==> src/hdl/csres_pkg.sv <==
// Package for the cubic stereo resampler: widths, limits, register indexes
// and the command and status types between the controller and the datapath.
// No dependencies.
`default_nettype none
package csres_pkg;
	localparam int MAX_BLOCK_FRAMES   = 1048576;
	localparam int MAX_UPSAMPLE_RATIO = 16;
	localparam int RATE_W             = 19;
	localparam int SAMPLE_W           = 16;
	localparam int RESULT_LIMIT       = 64;
	localparam int CNT_W              = 7;
	localparam int T_W                = 16;
	localparam int DIV_W              = 20;
	localparam int IP_STEPS           = 6;
	localparam int STEP_W             = 5;
	localparam logic [RATE_W-1:0] RESET_RATE = 19'd48000;

	typedef enum logic {
		REG_INPUT_RATE  = 1'b0,
		REG_OUTPUT_RATE = 1'b1
	} reg_idx_t;

	typedef enum logic [3:0] {
		OP_NONE,
		OP_ACCEPT,
		OP_PASS,
		OP_DIV_T_INIT,
		OP_DIV_STEP,
		OP_INTERP,
		OP_COMMIT,
		OP_EMIT,
		OP_END
	} op_t;

	typedef struct packed {
		op_t               op;
		logic [STEP_W-1:0] step;
	} ctl_t;

	typedef struct packed {
		logic eq_rates;
		logic more;
		logic cnt_full;
		logic out_busy;
	} sts_t;
endpackage
`default_nettype wire

==> src/hdl/csres_ctrl.sv <==
// Controller state machine of the cubic stereo resampler.
// Sequences acceptance, pass-through, division steps, interpolation steps and emission.
// Depends on csres_pkg.
`default_nettype none
module csres_ctrl (
	input  wire logic           clk,
	input  wire logic           arst_n,
	input  wire logic           in_valid,
	output logic                in_ready,
	input  wire csres_pkg::sts_t sts,
	output csres_pkg::ctl_t     ctl
);
	typedef enum logic [7:0] {
		S_IDLE   = 8'b0000_0001,
		S_PASS   = 8'b0000_0010,
		S_CHECK  = 8'b0000_0100,
		S_TDIV   = 8'b0000_1000,
		S_INTERP = 8'b0001_0000,
		S_PDIV   = 8'b0010_0000,
		S_COMMIT = 8'b0100_0000,
		S_EMIT   = 8'b1000_0000
	} state_t;

	state_t state_q, state_d;
	logic [csres_pkg::STEP_W-1:0] step_q, step_d;

	assign in_ready = (state_q == S_IDLE);

	always_comb begin
		state_d  = state_q;
		step_d   = step_q;
		ctl.op   = csres_pkg::OP_NONE;
		ctl.step = step_q;
		unique case (state_q)
			S_IDLE: begin
				if (in_valid) begin
					ctl.op  = csres_pkg::OP_ACCEPT;
					state_d = S_PASS;
				end
			end
			S_PASS: begin
				if (!sts.eq_rates) begin
					state_d = S_CHECK;
				end else if (!sts.out_busy) begin
					ctl.op  = csres_pkg::OP_PASS;
					state_d = S_IDLE;
				end
			end
			S_CHECK: begin
				step_d = '0;
				if (sts.more && !sts.cnt_full) begin
					ctl.op  = csres_pkg::OP_DIV_T_INIT;
					state_d = S_TDIV;
				end else begin
					ctl.op  = csres_pkg::OP_END;
					state_d = S_IDLE;
				end
			end
			S_TDIV: begin
				ctl.op = csres_pkg::OP_DIV_STEP;
				if (step_q == csres_pkg::STEP_W'(csres_pkg::T_W - 1)) begin
					step_d  = '0;
					state_d = S_INTERP;
				end else begin
					step_d = step_q + 1'b1;
				end
			end
			S_INTERP: begin
				ctl.op = csres_pkg::OP_INTERP;
				if (step_q == csres_pkg::STEP_W'(csres_pkg::IP_STEPS - 1)) begin
					step_d  = '0;
					state_d = S_PDIV;
				end else begin
					step_d = step_q + 1'b1;
				end
			end
			S_PDIV: begin
				ctl.op = csres_pkg::OP_DIV_STEP;
				if (step_q == csres_pkg::STEP_W'(csres_pkg::DIV_W - 1)) begin
					step_d  = '0;
					state_d = S_COMMIT;
				end else begin
					step_d = step_q + 1'b1;
				end
			end
			S_COMMIT: begin
				ctl.op  = csres_pkg::OP_COMMIT;
				state_d = S_EMIT;
			end
			S_EMIT: begin
				if (!sts.out_busy) begin
					ctl.op  = csres_pkg::OP_EMIT;
					state_d = S_CHECK;
				end
			end
			default: begin
				state_d = S_IDLE;
			end
		endcase
	end

	always_ff @(posedge clk or negedge arst_n) begin
		if (!arst_n) begin
			state_q <= S_IDLE;
			step_q  <= '0;
		end else begin
			state_q <= state_d;
			step_q  <= step_d;
		end
	end
endmodule
`default_nettype wire

==> config.mk <==
export PLATFORM = sky130hd
export DESIGN_NAME = csres_ctrl
export DESIGN_NICKNAME = d
export VERILOG_FILES = /design/src/hdl/csres_pkg.sv /design/src/hdl/csres_ctrl.sv
export SDC_FILE = /design/constraint.sdc
export NUM_CORES = 1
export LEC_CHECK = 0
export ABC_AREA = 1
export BUFFER_PORTS_ARGS = -buffer_cell sky130_fd_sc_hd__buf_2
export CORE_AREA = 10 10 55 57
export CTS_CLUSTER_DIAMETER = 40
export DETAILED_ROUTE_END_ITERATION = 16
export DIE_AREA = 0 0 65 67
export GPL_ROUTABILITY_DRIVEN = 0
export MAX_ROUTING_LAYER = met4
export PLACE_DENSITY = 0.71
export SETUP_SLACK_MARGIN = 0.05
export SYNTH_ARGS = -nofsm -noshare
export SYNTH_HDL_FRONTEND = slang
export SYNTH_SLANG_ARGS = --single-unit
==> constraint.sdc <==
create_clock -name clk -period 1.5 [get_ports clk]
set_input_delay 0.15 -clock clk [delete_from_list [all_inputs] [get_ports clk]]
set_output_delay 0.15 -clock clk [all_outputs]
set_load 0.05 [all_outputs]
==> metrics.md <==
| Metric | Value |
|---|---|
| Status | `finished, violations left` |
| Failing checks | `setup timing` |
| Hpwl dp | `1.78 mm` |
| Row cnt | `16` |
| Delay-heaviest family, CP | `simple AND/OR/NAND/NOR gates` |
| Synth top area share | `32.8%` |
| Post-synth cell types | `24` |
| P&R area growth vs syn | `78.8%` |
| Final core utilization | `84.2%` |
| Largest net degree at the start of global routing | `14` |
| Core area | `1940 um^2` |
| Die W | `65 um` |
| Initial DRC Count | `70` |
| Max-Cap Viols | `0` |
| Register area share after synthesis | `35.7%` |
| Ys Warns | `0` |
| Worst-path clk slew | `0.09 ns` |
| Final count of hold timing violations | `0` |
| Mapped Area | `915 um^2` |
| DR WL/cell | `16.1 um` |
| Tot Pwr | `1.97 mW` |
| Tmin final | `1.87 ns` |
| Peak supply drop | `1.88 mV` |
| Leak Pwr | `0.819 nW` |
| Cell area after layout | `1640 um^2` |
| Vias per cell | `5.10` |
| Layout cell share with drive strength beyond 1 | `67.0%` |
| Final worst slack | `-0.374 ns` |
| Vias in the first global route | `1,019` |
| GRT Residual Overflow | `0` |
| TritonCTS Buffers | `3` |
| CTS Root Cell | `clkbuf_4` |
| Mapped Nets | `138` |
| Worst-margin pin slew | `0.408 ns` |
| Clk Latency, worst-skew pair | `0.28 ns` |
| Cell Chain, Critical Path | `inv_2 -> nand2_4 -> nor2_4 -> nand4_1 -> o211ai_1 -> buf_4` |
| Synth top area cells | `dfrtp_1 (33%), nand2_1 (15%), nor2_1 (7.4%), inv_1 (6.6%), ha_1 (5.5%)` |
| I/O pins | `17` |
| PD cells | `1210 nW/um^2` |
| Ant. Diodes | `0` |
| Post-Route WL | `3.28 mm` |
| DP Area | `1210 um^2` |
| Share of the clock period used by the worst path | `125%` |
| First-pass GRT wire length | `4.35 mm` |
| CTS H-Tree Depth | `1` |
| Antenna violations before repair | `0` |
| Critical path capture point type | `primary output` |
| Final number of max-transition violations | `0` |
| Max stage delay on crit path | `0.41 ns` |
| Fillers | `118` |
| Setup CP Type | `register to primary output` |
| Min-delay worst type | `input port to register` |
| RSZ-0062 raised after global routing | `yes` |
| Setup violators final | `17` |
| Die area | `4360 um^2` |
| Dominant cell type by area after synthesis | `dfrtp_1` |
| DRT antenna net count | `0` |
| DR pass1 iterations | `4` |
| Post-Syn Instances | `127` |
| Starting Density | `47.1%` |
| GRT Overall Usage | `12.9%` |
| Sink Count | `13` |
| DRC Markers | `0` |
| TritonCTS clock tree | `done` |
| Critical-path top delay cell | `dfrtp_1` |
| Clock Skews | `0.000565 ns` |
| Port bufs | `16` |
| Worst path required time | `1.35 ns` |
| Crit path max fanout | `6` |
| Slew margin rel. | `72.7%` |
| Clock Path Buffers | `2` |
| Nature of the critical path startpoint | `register` |
| Via count | `1,035` |
| Synth Register Bits | `13` |
| Nets | `188` |
| Crit path buf inv count | `2` |
| Critical Path AT | `1.72 ns` |
| Chip height | `67 um` |
| Max Clk Rate | `534 MHz` |
| Syn Area/Cell | `7.20 um^2` |
-- state kept, by name (all words and copies together) (netlist names) --
signal	flops
step_q	5
state_q	8
-- metrics by stage --
stage	cells	hold slack [ns]	setup TNS [ns]	worst slack (ns)
6_report	203	0.130	-2.59	-0.374
5_1_grt	203	0.142	-3.78	-0.466
3_3_place_gp	183	0.0545	-0.0709	-0.0383
2_1_floorplan	127	-0.146	-0.616	-0.235
4_1_cts	195	0.139	-0.934	-0.304
3_5_place_dp	183	0.0600	-0.0954	-0.0566
-- repair_timing --
item | 4_1_cts | 5_1_grt
buffers inserted | 7 | 11
setup endpoints to repair | 17 | 17
pin swaps | 13 | 21
hold endpoints to repair | 12 | 0
gates resized for setup | 25 | 50
hold buffers | 1 | 0
-- synth_stat cells --
library cell	instances
a21oi_1	3
a31oi_1	1
dfrtp_1	12
dfstp_2	1
ha_1	4
inv_1	16
inv_2	2
nand2_1	37
nand2_2	4
nand3_1	5
nand3_2	2
nand3_4	1
nand4_1	3
nor2_1	18
nor2_2	1
nor2_4	4
o2111ai_1	1
o211ai_1	1
o21a_1	1
o21ai_0	5
o21ai_1	2
or2_4	1
xnor2_1	1
xor2_1	1
-- cell type report --
class                   count  area (um^2)  share of cell area, %
clock buffers               4         26.3                   1.61
inverters                  18         71.3                   4.36
multi-input cells          96          778                   47.6
flip-flops and latches     13          332                   20.3
well taps                  27         33.8                   2.07
repair buffers             45          394                   24.1
-- where the power goes --
| part | switching, mW | internal (mW) | total, mW |
|---|---|---|---|
| Combinational | 0.744 | 0.535 | 1.28 |
| Clock | 0.130 | 0.103 | 0.233 |
| Sequential | 0.0528 | 0.409 | 0.462 |
| Total | 0.926 | 1.05 | 1.97 |
-- layout by cell type, fill, tap and decap left out, types with 2 or more instances in the layout --
cell	Yosys	routed
a21oi_2	0	2
buf_12	0	2
buf_2	0	11
buf_4	0	17
buf_6	0	13
clkbuf_4	0	3
dfrtp_1	12	8
dfrtp_2	0	4
ha_4	0	3
inv_1	16	6
inv_2	2	11
nand2_1	37	23
nand2_2	4	7
nand2_4	0	11
nand3_1	5	2
nand3_2	2	3
nand3_4	1	3
nand4_1	3	3
nor2_1	18	7
nor2_2	1	10
nor2_4	4	6
o21ai_2	0	6
-- logic make-up after synthesis --
family,count (synthesis),share of synthesized area [%]
adder cells (fa/ha/maj),4,5.47
buffers and inverters,18,7.39
AO/OA/AOI/OAI,14,8.76
AND/OR/NAND/NOR,76,40.8
flip-flops,13,35.7
XOR/XNOR,2,1.92
-- path summary, 6_finish.rpt --
check	start	end	slack (ns)	cells past startpoint
max in group asynchronous	arst_n	state_q[0]	0.93	2
max	state_q[4]	ctl[6]	-0.37	6
min in group asynchronous	arst_n	state_q[1]	0.28	2
min reg2reg	step_q[3]	step_q[3]	0.59	2
max reg2reg	state_q[0]	state_q[1]	-0.18	11
min	in_valid	state_q[1]	0.13	3
-- layer usage --
layer | wire, um | part of all wire (%) | vias to the layer above | track usage [%]
li1 | - | - | 503 | -
met1 | 1420 | 43 | 479 | 15.6
met2 | 1590 | 48 | 42 | 20.3
met3 | 176 | 5.4 | 11 | 2.01
met4 | 92 | 2.8 | 0 | 6.42
met5 | 0 | 0 | - | -
-- worst min-delay path, stage by stage --
cell and delay (ns):
buf_2 0.11, nand2_4 0.06, nand2_1 0.06
No activity file was read; power rests on OpenSTA's default activity.
